`src/sv/uirs_pkg.sv`:
```
// Shared types, constants and handshake structs of the update image receive sequencer.
`default_nettype none
package uirs_pkg;

  localparam int unsigned VER_W      = 8;
  localparam int unsigned WORD_W     = 32;
  localparam int unsigned BATT_W     = 7;
  localparam int unsigned BYTE_W     = 8;
  localparam int unsigned PCT_W      = 7;
  localparam int unsigned PROD_W     = WORD_W + PCT_W;
  localparam int unsigned DIV_STEPS  = PCT_W;
  localparam int unsigned CNT_W      = $clog2(DIV_STEPS);
  localparam int unsigned IN_DATA_W  = 136;
  localparam int unsigned IN_USER_W  = 4;
  localparam int unsigned OUT_DATA_W = 80;
  localparam int unsigned CFG_ADDR_W = 1;
  localparam int unsigned CFG_DATA_W = 32;

  localparam logic [PCT_W-1:0]  PCT_FULL     = 7'd100;
  localparam logic [BATT_W-1:0] RST_MIN_BATT = 7'd20;
  localparam logic [WORD_W-1:0] RST_GAP_MS   = 32'd5000;
  localparam logic [WORD_W-1:0] RST_BUILD    = 32'd1;

  localparam int unsigned DEF_MAJOR = 1;
  localparam int unsigned DEF_MINOR = 0;
  localparam int unsigned DEF_PATCH = 0;

  typedef enum logic [2:0] {
    PH_IDLE   = 3'd0,
    PH_INIT   = 3'd1,
    PH_RECV   = 3'd2,
    PH_VALID  = 3'd3,
    PH_FAILED = 3'd4,
    PH_DONE   = 3'd5
  } phase_t;

  typedef enum logic [2:0] {
    ACT_SET_VERSION = 3'd0,
    ACT_CAN_START   = 3'd1,
    ACT_START       = 3'd2,
    ACT_PACKET_BYTE = 3'd3,
    ACT_VALIDATE    = 3'd4,
    ACT_COMPLETE    = 3'd5
  } act_t;

  typedef enum logic [CFG_ADDR_W-1:0] {
    CFG_MIN_BATT  = 1'b0,
    CFG_GAP_LIMIT = 1'b1
  } cfg_idx_t;

  typedef enum logic [2:0] {
    S_IDLE,
    S_EXEC,
    S_MUL,
    S_DIV,
    S_DONE
  } ctrl_state_t;

  // input item as packed in in_tdata, first field highest
  typedef struct packed {
    logic [BATT_W-1:0] battery_percent;
    logic [WORD_W-1:0] time_ms;
    logic [BYTE_W-1:0] data_byte;
    logic [WORD_W-1:0] image_size;
    logic [WORD_W-1:0] new_build;
    logic [VER_W-1:0]  new_patch;
    logic [VER_W-1:0]  new_minor;
    logic [VER_W-1:0]  new_major;
  } in_item_t;

  // result item as packed in out_tdata, first field highest
  typedef struct packed {
    logic              image_approved;
    logic [BYTE_W-1:0] packet_check;
    logic [WORD_W-1:0] cur_build;
    logic [VER_W-1:0]  cur_patch;
    logic [VER_W-1:0]  cur_minor;
    logic [VER_W-1:0]  cur_major;
    logic [PCT_W-1:0]  progress_percent;
    logic [2:0]        phase;
    logic              accepted;
  } out_item_t;

  typedef struct packed {
    logic take_item;
    logic exec;
    logic div_load;
    logic div_step;
    logic out_load;
  } uirs_cmd_t;

  typedef struct packed {
    logic out_free;
  } uirs_sts_t;

endpackage
`default_nettype wire

```
`src/sv/uirs_ctrl.sv`:
```
// Sequencing state machine: accept, execute, progress division, result hand-off.
`default_nettype none
module uirs_ctrl
  import uirs_pkg::*;
(
  input  wire logic      clk,
  input  wire logic      rst_n,
  input  wire logic      in_tvalid,
  output logic           in_tready,
  input  wire uirs_sts_t sts,
  output uirs_cmd_t      cmd
);

  ctrl_state_t       state_r, state_nxt;
  logic [CNT_W-1:0]  cnt_r, cnt_nxt;

  always_ff @(posedge clk) begin
    if (!rst_n) begin
      state_r <= S_IDLE;
      cnt_r   <= '0;
    end else begin
      state_r <= state_nxt;
      cnt_r   <= cnt_nxt;
    end
  end

  always_comb begin
    state_nxt = state_r;
    cnt_nxt   = cnt_r;
    cmd       = '0;
    in_tready = 1'b0;
    case (state_r)
      S_IDLE: begin
        in_tready = 1'b1;
        if (in_tvalid) begin
          cmd.take_item = 1'b1;
          state_nxt     = S_EXEC;
        end
      end
      S_EXEC: begin
        cmd.exec  = 1'b1;
        state_nxt = S_MUL;
      end
      S_MUL: begin
        cmd.div_load = 1'b1;
        cnt_nxt      = '0;
        state_nxt    = S_DIV;
      end
      S_DIV: begin
        cmd.div_step = 1'b1;
        if (cnt_r == CNT_W'(DIV_STEPS - 1)) begin
          state_nxt = S_DONE;
        end else begin
          cnt_nxt = cnt_r + 1'b1;
        end
      end
      S_DONE: begin
        // wait for the output register to drain
        if (sts.out_free) begin
          cmd.out_load = 1'b1;
          state_nxt    = S_IDLE;
        end
      end
      default: state_nxt = S_IDLE;
    endcase
  end

  a_accept_exec: assert property (@(posedge clk) disable iff (!rst_n)
    (in_tvalid && in_tready) |=> (state_r == S_EXEC))
    else $error("accepted item not executed next cycle");

  a_div_len: assert property (@(posedge clk) disable iff (!rst_n)
    (state_r == S_DIV) |-> (cnt_r < CNT_W'(DIV_STEPS)))
    else $error("division step count overran");

endmodule
`default_nettype wire

```
`src/sv/uirs_dp.sv`:
```
// Datapath: config and sequencer state registers, action logic, progress divider, output register.
`default_nettype none
module uirs_dp
  import uirs_pkg::*;
#(
  parameter int unsigned DEFAULT_MAJOR = DEF_MAJOR,
  parameter int unsigned DEFAULT_MINOR = DEF_MINOR,
  parameter int unsigned DEFAULT_PATCH = DEF_PATCH
) (
  input  wire logic                  clk,
  input  wire logic                  rst_n,
  input  wire logic [IN_DATA_W-1:0]  in_tdata,
  input  wire logic [IN_USER_W-1:0]  in_tuser,
  input  wire logic                  in_tlast,
  output logic                       out_tvalid,
  input  wire logic                  out_tready,
  output logic [OUT_DATA_W-1:0]      out_tdata,
  input  wire logic                  cfg_we,
  input  wire logic [CFG_ADDR_W-1:0] cfg_addr,
  input  wire logic [CFG_DATA_W-1:0] cfg_wdata,
  input  wire uirs_cmd_t             cmd,
  output uirs_sts_t                  sts
);

  // configuration
  logic [BATT_W-1:0] min_batt_r;
  logic [WORD_W-1:0] gap_lim_r;

  // latched item
  in_item_t item_r;
  act_t     act_r;
  logic     first_r, last_r;

  // sequencer state
  phase_t            phase_r, phase_nxt;
  logic [VER_W-1:0]  inst_major_r, inst_major_nxt;
  logic [VER_W-1:0]  inst_minor_r, inst_minor_nxt;
  logic [VER_W-1:0]  inst_patch_r, inst_patch_nxt;
  logic [WORD_W-1:0] inst_build_r, inst_build_nxt;
  logic [VER_W-1:0]  pend_major_r, pend_major_nxt;
  logic [VER_W-1:0]  pend_minor_r, pend_minor_nxt;
  logic [VER_W-1:0]  pend_patch_r, pend_patch_nxt;
  logic [WORD_W-1:0] pend_build_r, pend_build_nxt;
  logic [WORD_W-1:0] exp_size_r, exp_size_nxt;
  logic [WORD_W-1:0] rx_count_r, rx_count_nxt;
  logic [WORD_W-1:0] last_time_r, last_time_nxt;
  logic [BYTE_W-1:0] check_r, check_nxt;
  logic              approved_r, approved_nxt;
  logic              rejected_r, rejected_nxt;
  logic              ok_r, ok_nxt;

  // divider
  logic [PROD_W-1:0] rem_r, rem_nxt;
  logic [PROD_W-1:0] den_r, den_nxt;
  logic [PCT_W-1:0]  quo_r, quo_nxt;
  logic              zero_r, zero_nxt;
  logic              full_r, full_nxt;

  // output register
  logic      out_valid_r;
  out_item_t out_r;

  logic              open_phase, gap_late, newer, take;
  logic [WORD_W-1:0] gap_ms, rx_inc;
  logic [PROD_W-1:0] rx_ext, rem_diff;
  logic [PCT_W-1:0]  pct;

  always_ff @(posedge clk) begin
    if (!rst_n) begin
      min_batt_r <= RST_MIN_BATT;
      gap_lim_r  <= RST_GAP_MS;
    end else if (cfg_we) begin
      case (cfg_idx_t'(cfg_addr))
        CFG_MIN_BATT:  min_batt_r <= cfg_wdata[BATT_W-1:0];
        CFG_GAP_LIMIT: gap_lim_r  <= cfg_wdata[WORD_W-1:0];
        default: ;
      endcase
    end
  end

  always_ff @(posedge clk) begin
    if (cmd.take_item) begin
      item_r  <= in_item_t'(in_tdata[$bits(in_item_t)-1:0]);
      act_r   <= act_t'(in_tuser[2:0]);
      first_r <= in_tuser[3];
      last_r  <= in_tlast;
    end
  end

  assign open_phase = (phase_r == PH_INIT) || (phase_r == PH_RECV);
  assign gap_ms     = item_r.time_ms - last_time_r;
  assign gap_late   = gap_ms > gap_lim_r;
  assign newer      = {item_r.new_major, item_r.new_minor, item_r.new_patch} >
                      {inst_major_r, inst_minor_r, inst_patch_r};
  assign rx_inc     = (rx_count_r == '1) ? rx_count_r : rx_count_r + 1'b1;

  always_comb begin
    phase_nxt      = phase_r;
    inst_major_nxt = inst_major_r;
    inst_minor_nxt = inst_minor_r;
    inst_patch_nxt = inst_patch_r;
    inst_build_nxt = inst_build_r;
    pend_major_nxt = pend_major_r;
    pend_minor_nxt = pend_minor_r;
    pend_patch_nxt = pend_patch_r;
    pend_build_nxt = pend_build_r;
    exp_size_nxt   = exp_size_r;
    rx_count_nxt   = rx_count_r;
    last_time_nxt  = last_time_r;
    check_nxt      = check_r;
    approved_nxt   = approved_r;
    rejected_nxt   = rejected_r;
    ok_nxt         = ok_r;
    take           = 1'b0;
    if (cmd.exec) begin
      ok_nxt = 1'b0;
      case (act_r)
        ACT_SET_VERSION: begin
          inst_major_nxt = item_r.new_major;
          inst_minor_nxt = item_r.new_minor;
          inst_patch_nxt = item_r.new_patch;
          inst_build_nxt = inst_build_r + 1'b1;
          ok_nxt         = 1'b1;
        end
        ACT_CAN_START: begin
          ok_nxt = (item_r.battery_percent >= min_batt_r) && (phase_r == PH_IDLE);
        end
        ACT_START: begin
          if (newer) begin
            pend_major_nxt = item_r.new_major;
            pend_minor_nxt = item_r.new_minor;
            pend_patch_nxt = item_r.new_patch;
            pend_build_nxt = item_r.new_build;
            exp_size_nxt   = item_r.image_size;
            rx_count_nxt   = '0;
            phase_nxt      = PH_INIT;
            rejected_nxt   = 1'b0;
            ok_nxt         = 1'b1;
          end
        end
        ACT_PACKET_BYTE: begin
          if (first_r) begin
            if (!open_phase) begin
              rejected_nxt = 1'b1;
            end else if ((phase_r == PH_RECV) && gap_late) begin
              phase_nxt    = PH_FAILED;
              rejected_nxt = 1'b1;
            end else begin
              rejected_nxt = 1'b0;
              check_nxt    = item_r.data_byte;
              take         = 1'b1;
            end
          end else if (open_phase && !rejected_r) begin
            check_nxt = check_r ^ item_r.data_byte;
            take      = 1'b1;
          end
          if (take) begin
            rx_count_nxt = rx_inc;
            if (last_r) begin
              last_time_nxt = item_r.time_ms;
              phase_nxt     = (rx_inc >= exp_size_r) ? PH_VALID : PH_RECV;
            end
          end
          ok_nxt = take;
        end
        ACT_VALIDATE: begin
          if (phase_r == PH_VALID) begin
            if (rx_count_r >= exp_size_r) begin
              approved_nxt = 1'b1;
              ok_nxt       = 1'b1;
            end else begin
              phase_nxt = PH_FAILED;
            end
          end
        end
        ACT_COMPLETE: begin
          if ((phase_r == PH_VALID) && approved_r) begin
            inst_major_nxt = pend_major_r;
            inst_minor_nxt = pend_minor_r;
            inst_patch_nxt = pend_patch_r;
            inst_build_nxt = pend_build_r;
            phase_nxt      = PH_DONE;
            ok_nxt         = 1'b1;
          end
        end
        default: ;
      endcase
    end
  end

  always_ff @(posedge clk) begin
    if (!rst_n) begin
      phase_r      <= PH_IDLE;
      inst_major_r <= VER_W'(DEFAULT_MAJOR);
      inst_minor_r <= VER_W'(DEFAULT_MINOR);
      inst_patch_r <= VER_W'(DEFAULT_PATCH);
      inst_build_r <= RST_BUILD;
      pend_major_r <= '0;
      pend_minor_r <= '0;
      pend_patch_r <= '0;
      pend_build_r <= '0;
      exp_size_r   <= '0;
      rx_count_r   <= '0;
      last_time_r  <= '0;
      check_r      <= '0;
      approved_r   <= 1'b0;
      rejected_r   <= 1'b0;
      ok_r         <= 1'b0;
    end else begin
      phase_r      <= phase_nxt;
      inst_major_r <= inst_major_nxt;
      inst_minor_r <= inst_minor_nxt;
      inst_patch_r <= inst_patch_nxt;
      inst_build_r <= inst_build_nxt;
      pend_major_r <= pend_major_nxt;
      pend_minor_r <= pend_minor_nxt;
      pend_patch_r <= pend_patch_nxt;
      pend_build_r <= pend_build_nxt;
      exp_size_r   <= exp_size_nxt;
      rx_count_r   <= rx_count_nxt;
      last_time_r  <= last_time_nxt;
      check_r      <= check_nxt;
      approved_r   <= approved_nxt;
      rejected_r   <= rejected_nxt;
      ok_r         <= ok_nxt;
    end
  end

  // restoring division of count*100 by size, one quotient bit per step;
  // the quotient is used only when count < size, so it fits 7 bits
  assign rx_ext   = PROD_W'(rx_count_r);
  assign rem_diff = rem_r - den_r;

  always_comb begin
    rem_nxt  = rem_r;
    den_nxt  = den_r;
    quo_nxt  = quo_r;
    zero_nxt = zero_r;
    full_nxt = full_r;
    if (cmd.div_load) begin
      // x*100 = x*64 + x*32 + x*4
      rem_nxt  = (rx_ext << 6) + (rx_ext << 5) + (rx_ext << 2);
      den_nxt  = PROD_W'(exp_size_r) << (DIV_STEPS - 1);
      quo_nxt  = '0;
      zero_nxt = (exp_size_r == '0);
      full_nxt = (rx_count_r >= exp_size_r);
    end else if (cmd.div_step) begin
      if (rem_r >= den_r) begin
        rem_nxt = rem_diff;
        quo_nxt = {quo_r[PCT_W-2:0], 1'b1};
      end else begin
        quo_nxt = {quo_r[PCT_W-2:0], 1'b0};
      end
      den_nxt = den_r >> 1;
    end
  end

  always_ff @(posedge clk) begin
    rem_r  <= rem_nxt;
    den_r  <= den_nxt;
    quo_r  <= quo_nxt;
    zero_r <= zero_nxt;
    full_r <= full_nxt;
  end

  assign pct = zero_r ? '0 : (full_r ? PCT_FULL : quo_r);

  always_ff @(posedge clk) begin
    if (!rst_n) begin
      out_valid_r <= 1'b0;
    end else if (cmd.out_load) begin
      out_valid_r <= 1'b1;
    end else if (out_tready) begin
      out_valid_r <= 1'b0;
    end
  end

  always_ff @(posedge clk) begin
    if (cmd.out_load) begin
      out_r.accepted         <= ok_r;
      out_r.phase            <= phase_r;
      out_r.progress_percent <= pct;
      out_r.cur_major        <= inst_major_r;
      out_r.cur_minor        <= inst_minor_r;
      out_r.cur_patch        <= inst_patch_r;
      out_r.cur_build        <= inst_build_r;
      out_r.packet_check     <= check_r;
      out_r.image_approved   <= approved_r;
    end
  end

  assign out_tvalid   = out_valid_r;
  assign out_tdata    = OUT_DATA_W'(out_r);
  assign sts.out_free = !out_valid_r || out_tready;

  a_pct_range: assert property (@(posedge clk) disable iff (!rst_n)
    out_valid_r |-> (out_r.progress_percent <= PCT_FULL))
    else $error("progress above full scale");

  a_approve_phase: assert property (@(posedge clk) disable iff (!rst_n)
    $rose(approved_r) |-> ($past(phase_r) == PH_VALID))
    else $error("image approved outside validation");

  a_done_install: assert property (@(posedge clk) disable iff (!rst_n)
    $rose(phase_r == PH_DONE) |-> (inst_build_r == pend_build_r))
    else $error("completion without installing pending build");

endmodule
`default_nettype wire

```
`src/sv/update_image_receive_sequencer.sv`:
```
// Top level of the update image receive sequencer: controller plus datapath.
`default_nettype none
// Takes one action item at a time (set version, can-start check, start, packet byte,
// validate, complete) and returns one status item for each. An item occupies the block,
// when the result side is free, through accept, execute, a multiply by 100, seven
// steps of the restoring divider that yields the progress percent, then the load of the
// output register. The divider yields one quotient bit per cycle. The next
// item may be taken while the previous result still waits in the output register.
// Configuration writes are taken at any time but belong to idle periods.
module update_image_receive_sequencer
  import uirs_pkg::*;
#(
  parameter int unsigned DEFAULT_MAJOR = DEF_MAJOR,
  parameter int unsigned DEFAULT_MINOR = DEF_MINOR,
  parameter int unsigned DEFAULT_PATCH = DEF_PATCH
) (
  input  wire logic                  clk,
  input  wire logic                  rst_n,
  input  wire logic                  in_tvalid,
  output logic                       in_tready,
  // new_major, new_minor, new_patch, new_build, image_size, data_byte, time_ms,
  // battery_percent, one zero pad bit
  input  wire logic [IN_DATA_W-1:0]  in_tdata,
  // action, first_of_packet
  input  wire logic [IN_USER_W-1:0]  in_tuser,
  input  wire logic                  in_tlast,
  output logic                       out_tvalid,
  input  wire logic                  out_tready,
  // accepted, phase, progress_percent, cur_major, cur_minor, cur_patch, cur_build,
  // packet_check, image_approved, four zero pad bits
  output logic [OUT_DATA_W-1:0]      out_tdata,
  input  wire logic                  cfg_we,
  input  wire logic [CFG_ADDR_W-1:0] cfg_addr,
  input  wire logic [CFG_DATA_W-1:0] cfg_wdata
);

  uirs_cmd_t cmd;
  uirs_sts_t sts;

  uirs_ctrl u_ctrl (
    .clk       (clk),
    .rst_n     (rst_n),
    .in_tvalid (in_tvalid),
    .in_tready (in_tready),
    .sts       (sts),
    .cmd       (cmd)
  );

  uirs_dp #(
    .DEFAULT_MAJOR (DEFAULT_MAJOR),
    .DEFAULT_MINOR (DEFAULT_MINOR),
    .DEFAULT_PATCH (DEFAULT_PATCH)
  ) u_dp (
    .clk        (clk),
    .rst_n      (rst_n),
    .in_tdata   (in_tdata),
    .in_tuser   (in_tuser),
    .in_tlast   (in_tlast),
    .out_tvalid (out_tvalid),
    .out_tready (out_tready),
    .out_tdata  (out_tdata),
    .cfg_we     (cfg_we),
    .cfg_addr   (cfg_addr),
    .cfg_wdata  (cfg_wdata),
    .cmd        (cmd),
    .sts        (sts)
  );

endmodule
`default_nettype wire

```
`config.mk`:
```
export PLATFORM = sky130hd
export DESIGN_NAME = update_image_receive_sequencer
export DESIGN_NICKNAME = d
export VERILOG_FILES = /design/src/sv/uirs_pkg.sv /design/src/sv/uirs_ctrl.sv /design/src/sv/uirs_dp.sv /design/src/sv/update_image_receive_sequencer.sv
export SDC_FILE = /design/constraint.sdc
export NUM_CORES = 1
export LEC_CHECK = 0
export BUFFER_PORTS_ARGS = -buffer_cell sky130_fd_sc_hd__buf_4
export CAP_MARGIN = 10
export CORE_MARGIN = 3
export CORE_UTILIZATION = 61
export CTS_CLUSTER_DIAMETER = 150
export CTS_CLUSTER_SIZE = 10
export DETAILED_ROUTE_END_ITERATION = 6
export PLACE_DENSITY = 0.9
export SLEW_MARGIN = 20
export SYNTH_ARGS = -nofsm -noshare
export SYNTH_HDL_FRONTEND = slang
export SYNTH_SLANG_ARGS = --single-unit
```
`constraint.sdc`:
```
create_clock -name clk -period 6.9 [get_ports clk]
set_clock_uncertainty 0.2 [all_clocks]
set_input_delay 0.69 -clock clk [delete_from_list [all_inputs] [get_ports clk]]
set_output_delay 0.69 -clock clk [all_outputs]
set_load 0.1 [all_outputs]
```
-- Yosys cells after proc, flatten, opt, wreduce, memory -nomap -nowiden
Index checks and enable logic that the tools add are counted.
- register bits after elaboration: 570
- bits of input ports: 179
- output and inout bits: 82
- logic and storage cells: 189
- add/sub/neg operators: 7
- magnitude comparators: 6
- equal/unequal tests: 26
- mux-type cells: 66
- bitwise operators: 2
- reduce and logical (&&, ||, !) cells: 34
- operator list (kind ; count):
    $mux W32 ; 4
    $pmux W32 S2 ; 2
    $mux W39 ; 3
    $mux W38 ; 2
    $add A32 B1 Y32 const B ; 2
    $ge A32 B32 Y1 ; 2
    $mux W8 ; 7
    $pmux W8 S2 ; 3
    $add A38 B37 Y39 ; 1
    $add A39 B34 Y39 ; 1
    $ge A39 B38 Y1 ; 1
    $mux W3 ; 13
    $sub A39 B38 Y39 ; 1
    $eq A32 B32 Y1 const B ; 1
    $gt A32 B32 Y1 ; 1
    $logic_not A32 Y1 ; 1
    $sub A32 B32 Y32 ; 1
    $mux W1 ; 26
    $gt A24 B24 Y1 ; 1
    $eq A3 B2 Y1 const B ; 6
    $reduce_and A4 Y1 ; 4
    $pmux W3 S5 ; 1
    $reduce_bool A2 Y1 ; 7
    $eq A3 B3 Y1 const B ; 4
    22 further kinds ; 46

-- Longest topological paths before layout
- depth after elaboration: 10
- gate-level depth with buffers: 26
- depth with buffers taken out: 25

-- By module
Synthesis repeated with hierarchy kept, for this count alone.
- cell total of the unflattened synthesis: 3278
- area total of the unflattened synthesis: 30864.6 um^2
- by module, submodules not included (module ; times used ; cells each ; area each (um^2) ; sequential area each (um^2)):
    uirs_dp ; 1 ; 3235 ; 30513.0 ; 14183.6
    uirs_ctrl ; 1 ; 43 ; 351.6 ; 120.1

-- Worst setup path after synthesis
Ideal clock, no wire load.
- path type: register -> register
- from: register u_ctrl.state_r[0]
- to: register u_dp.act_r[0] (enable)
- setup time: 0.513 ns
- arrival time: 6.014 ns
- required time: 6.187 ns
- path slack: 0.172 ns
- cell stages (with the launch flop): 4
- path buffers: 1
- clock period less this slack: 6.728 ns
- cells stage by stage: dfxtp_1 clkbuf_1 nor3_1 and2_1
- RTL lines (element ; RTL line ; source):
    start, declared ; uirs_ctrl.sv:14 ; ctrl_state_t state_r, state_nxt;
    start signal, assigned ; uirs_ctrl.sv:22 ; state_r <= state_nxt;
    end signal, assigned ; uirs_dp.sv:84 ; act_r <= act_t'(in_tuser[2:0]);
    end, declared ; uirs_dp.sv:31 ; act_t act_r;

-- Worst setup path after layout
- from: register u_dp.item_r[96] in the netlist's numbering
- to: register u_dp.rx_count_r[3]
- longest elaborated chain between the ends: 10
- ends and longest elaborated chain (element ; RTL line ; source):
    start, declared ; uirs_dp.sv:30 ; in_item_t item_r;
    start signal, assigned ; uirs_dp.sv:83 ; item_r <= in_item_t'(in_tdata[$bits(in_item_t)-1:0]);
    $sub A32 B32 Y32 ; uirs_dp.sv:91 ; assign gap_ms = item_r.time_ms - last_time_r;
    $gt A32 B32 Y1 ; uirs_dp.sv:92 ; assign gap_late = gap_ms > gap_lim_r;
    $logic_and A1 B1 Y1 ; uirs_dp.sv:145 ; end else if ((phase_r == PH_RECV) && gap_late) begin
    $mux W1 ; uirs_dp.sv:145 ;
    $mux W1 ; uirs_dp.sv:143 ; if (!open_phase) begin
    $mux W1 ; uirs_dp.sv:142 ; if (first_r) begin
    $mux W1 ; uirs_dp.sv:117 ; case (act_r)
    $mux W1 ; uirs_dp.sv:115 ; if (cmd.exec) begin
    $ne A2 B1 Y1 (no source line) ; - ;
    $reduce_and A4 Y1 (no source line) ; - ;
    end signal, assigned ; uirs_dp.sv:220 ; rx_count_r <= rx_count_nxt;
    end, declared ; uirs_dp.sv:45 ; logic [WORD_W-1:0] rx_count_r, rx_count_nxt;
Every way passes these cells. The select of a mux whose other input is x is not followed.
A chain may end at the register's enable or synchronous reset.

==> metrics.txt <==
FF-to-FF Start=u_dp.item_r[96]; worst IR drop on VDD=248 uV; Vias=24857; setup_tns=0 ps; post-cts resize count=0; Logic pwr share=21.2%; Yosys cell types=88; global-route wire length before repair=127 mm; CTS Buf Count=66; dpl cell area=33100 um2; worst hold path endpoint=u_dp.item_r[112]; vias in the first global route=24419; endpoints failing hold=0; asr flop ratio synth=0%; num ports=261; gpl congestion=0.921; nets=3783; Clock Pin Slew Worst Setup and Hold Paths=50 ps; FF+latch area=14300 um2; sequential share of the synthesized area=46.5%; hold_buf cts=0; Max-Cap Viols=0; worst-margin pin slew=1120 ps; die area=53100 um2; #FFs+latches synth=570; Cell Area, Synth=30700 um2; # DRC=2; fraction of layout cells with a size suffix above 1=11.6%; Worst setup EP type=register; Max Root-Sink Buffers=3; crit start category=register; GRT overflow=0; Setup CP Type=reg -> reg; Root Buffer Master=clkbuf_16; largest area contributor in the netlist=edfxtp_1; CP max FO=32; synthesized area per cell=9.91 um2; row cnt=81; Ys Warns=0; r2r worst-path depth=26; switching pwr=2.69 mW; top cell type's share of synthesized area=28.2%; Avg WL per Cell=19.7 um; hold path cells=1; Worst-Skew Late Latency=600 ps; HP Start=in_tdata[112]; top-count cell post-synth=nand2_1; IO Port Bufs=255; EDFF count, synth=289; Final ANT Viol Nets=0; reg2reg setup slack=490 ps; failing checks=DRC; TritonRoute pass-1 iters=7; initial antenna violation count=2; fin area=35100 um2; Area contributors post-synth=edfxtp_1, dfxtp_1, ha_1; WP data required=7190 ps; final slew viol count=0; fin crit share=92.9%; Net Sw Frac=29.2%; Die Ht=230 um; TritonCTS Sinks=570; largest net degree at the start of global routing=136; internal power=6.51 mW; normalized max-slew margin=25.6%; Reg2Reg Capture Point=u_dp.rx_count_r[3]; synthesis-to-layout area growth=14.1%; CTS tree=done; Total Wirelength=79.3 mm; DP HPWL=53.7 mm; Setup Buffers After CTS=0; fmax=156 MHz; top post-synthesis cells by count=nand2_1, nor2_1, edfxtp_1; crit path DAT=6700 ps; # setup viols final=0; DR vias/cell=6.18; final worst path period need=6410 ps; CTS H-tree lvls=3; Core Region=49400 um2; Synth Instances=3100; path type of the worst min-delay path=in -> reg; unrepaired setup endpoints after global routing=false; pwr/cell area=262 nW/um2; number of fill cells in the layout=3303; gr usage total=29.4%; area occupied by multi-input gates=15200 um2; clock group share of total power=34.8%; static leakage=14.7 nW; status=finished, violations left; 1st-iter DRT viols=2708; Die W=230 um; sequential share of power=44.0%; ys flop type=edfxtp_1; Starting Density=62.3%
[registers in the layout (all words and copies together), names as in the netlist, 8 cells and up]
| signal | cells |
|---|---|
| u_dp.out_tdata | 76 |
| u_dp.rx_count_r | 32 |
| u_dp.item_r | 135 |
| u_dp.pend_minor_r | 8 |
| u_dp.pend_major_r | 8 |
| u_dp.inst_patch_r | 8 |
| u_dp.inst_major_r | 8 |
| u_dp.rem_r | 39 |
| u_dp.inst_minor_r | 8 |
| u_dp.gap_lim_r | 32 |
| u_dp.pend_patch_r | 8 |
| u_dp.last_time_r | 32 |
| u_dp.pend_build_r | 32 |
| u_dp.den_r | 38 |
| u_dp.check_r | 8 |
| u_dp.exp_size_r | 32 |
| u_dp.inst_build_r | 32 |
[metal layers]
layer / vias up / global-route usage, % / routed length, um
li1: 11525 / - / -
met1: 11820 / 37.3 / 31200
met2: 1276 / 49.2 / 37900
met3: 236 / 5.57 / 6860
met4: 0 / 12.9 / 3470
met5: - / 0 / 0
[critical path, cell delays in order, from the launching register on]
cell      delay (ps)
edfxtp_1         400
inv_1             70
ha_1             150
inv_1             50
fa_1             410
a21o_1           200
a211oi_1         300
nor2_1           100
o21ai_1          240
a311oi_1         220
nor3_1           330
o21ai_0          230
a41o_1           280
a21oi_1          170
xnor2_1           90
ha_1             270
nand4_1          180
inv_1            100
a21oi_1           60
o21ai_0          500
and3_1           310
nor3_1           100
nor2_2           580
nor3_2            70
buf_4            280
a21o_1           210
a22o_1           170
[final cells by class]
type / instances / share of cell area (%)
tap: 664 / 2.37
sequential: 570 / 40.8
inverter: 203 / 2.19
timing repair buffer: 274 / 5.90
clock inverter: 4 / 0.203
multi-input combinational: 2194 / 43.2
antenna: 2 / 0.0143
clock buffer: 113 / 5.33
[power groups by stage]
stage | Combinational [mW] | Sequential (mW) | Clock, mW
global placement | 1.83 | 4.09 | 0
finish | 1.95 | 4.04 | 3.20
detailed placement | 1.89 | 4.10 | 0
floorplan | 1.39 | 4.11 | 0
global route | 2.15 | 4.06 | 3.37
CTS | 1.92 | 4.04 | 3.23
[per-stage QoR]
| stage | utilization, % | setup slack (ps) | cells | total power [mW] | hold WS, ps |
|---|---|---|---|---|---|
| global route | 71.1 | 143 | 4023 | 9.58 | 39.7 |
| finish | 71.1 | 488 | 4024 | 9.19 | 62.8 |
| detailed placement | 67.1 | 493 | 3905 | 5.99 | 232 |
| floorplan | - | 172 | 3103 | 5.50 | 209 |
| global placement | 67.1 | 778 | 3905 | 5.93 | 225 |
| CTS | 71.0 | 459 | 4022 | 9.19 | 40.6 |
[worst max path at each step]
| stage | end | start | cells past startpoint | slack, ps |
|---|---|---|---|---|
| floorplan | u_dp.act_r[0] | u_ctrl.state_r[0] | 3 | 170 |
| global placement | u_dp.rx_count_r[1] | u_dp.item_r[96] | 24 | 780 |
| detailed placement | u_dp.rx_count_r[18] | u_dp.item_r[96] | 24 | 490 |
| CTS | u_dp.rx_count_r[18] | u_dp.item_r[96] | 24 | 460 |
| global route | u_dp.check_r[3] | u_dp.item_r[96] | 25 | 140 |
| finish | u_dp.rx_count_r[3] | u_dp.item_r[96] | 26 | 490 |
[kinds of logic after synthesis]
kind of cell | share of synthesized area, %
buffers and inverters | 4.37
muxes | 4.20
other | 0.0122
DFF | 46.5
and+or+nand+nor | 13.6
xor gates and xnor gates | 3.36
adders and majority gates | 12.8
AOI/OAI and AO/OA | 15.2
[cells in the final DEF (no fill, tap or decap), types with 129 or more instances in the layout]
master / count
edfxtp_1: 289
ha_1: 264
dfxtp_1: 281
nand2_1: 309
nor2_1: 301
o21ai_0: 147
buf_4: 273
mux2i_1: 129
inv_1: 201
a21oi_1: 248
Note: power is estimated with default switching activity, not from simulation.
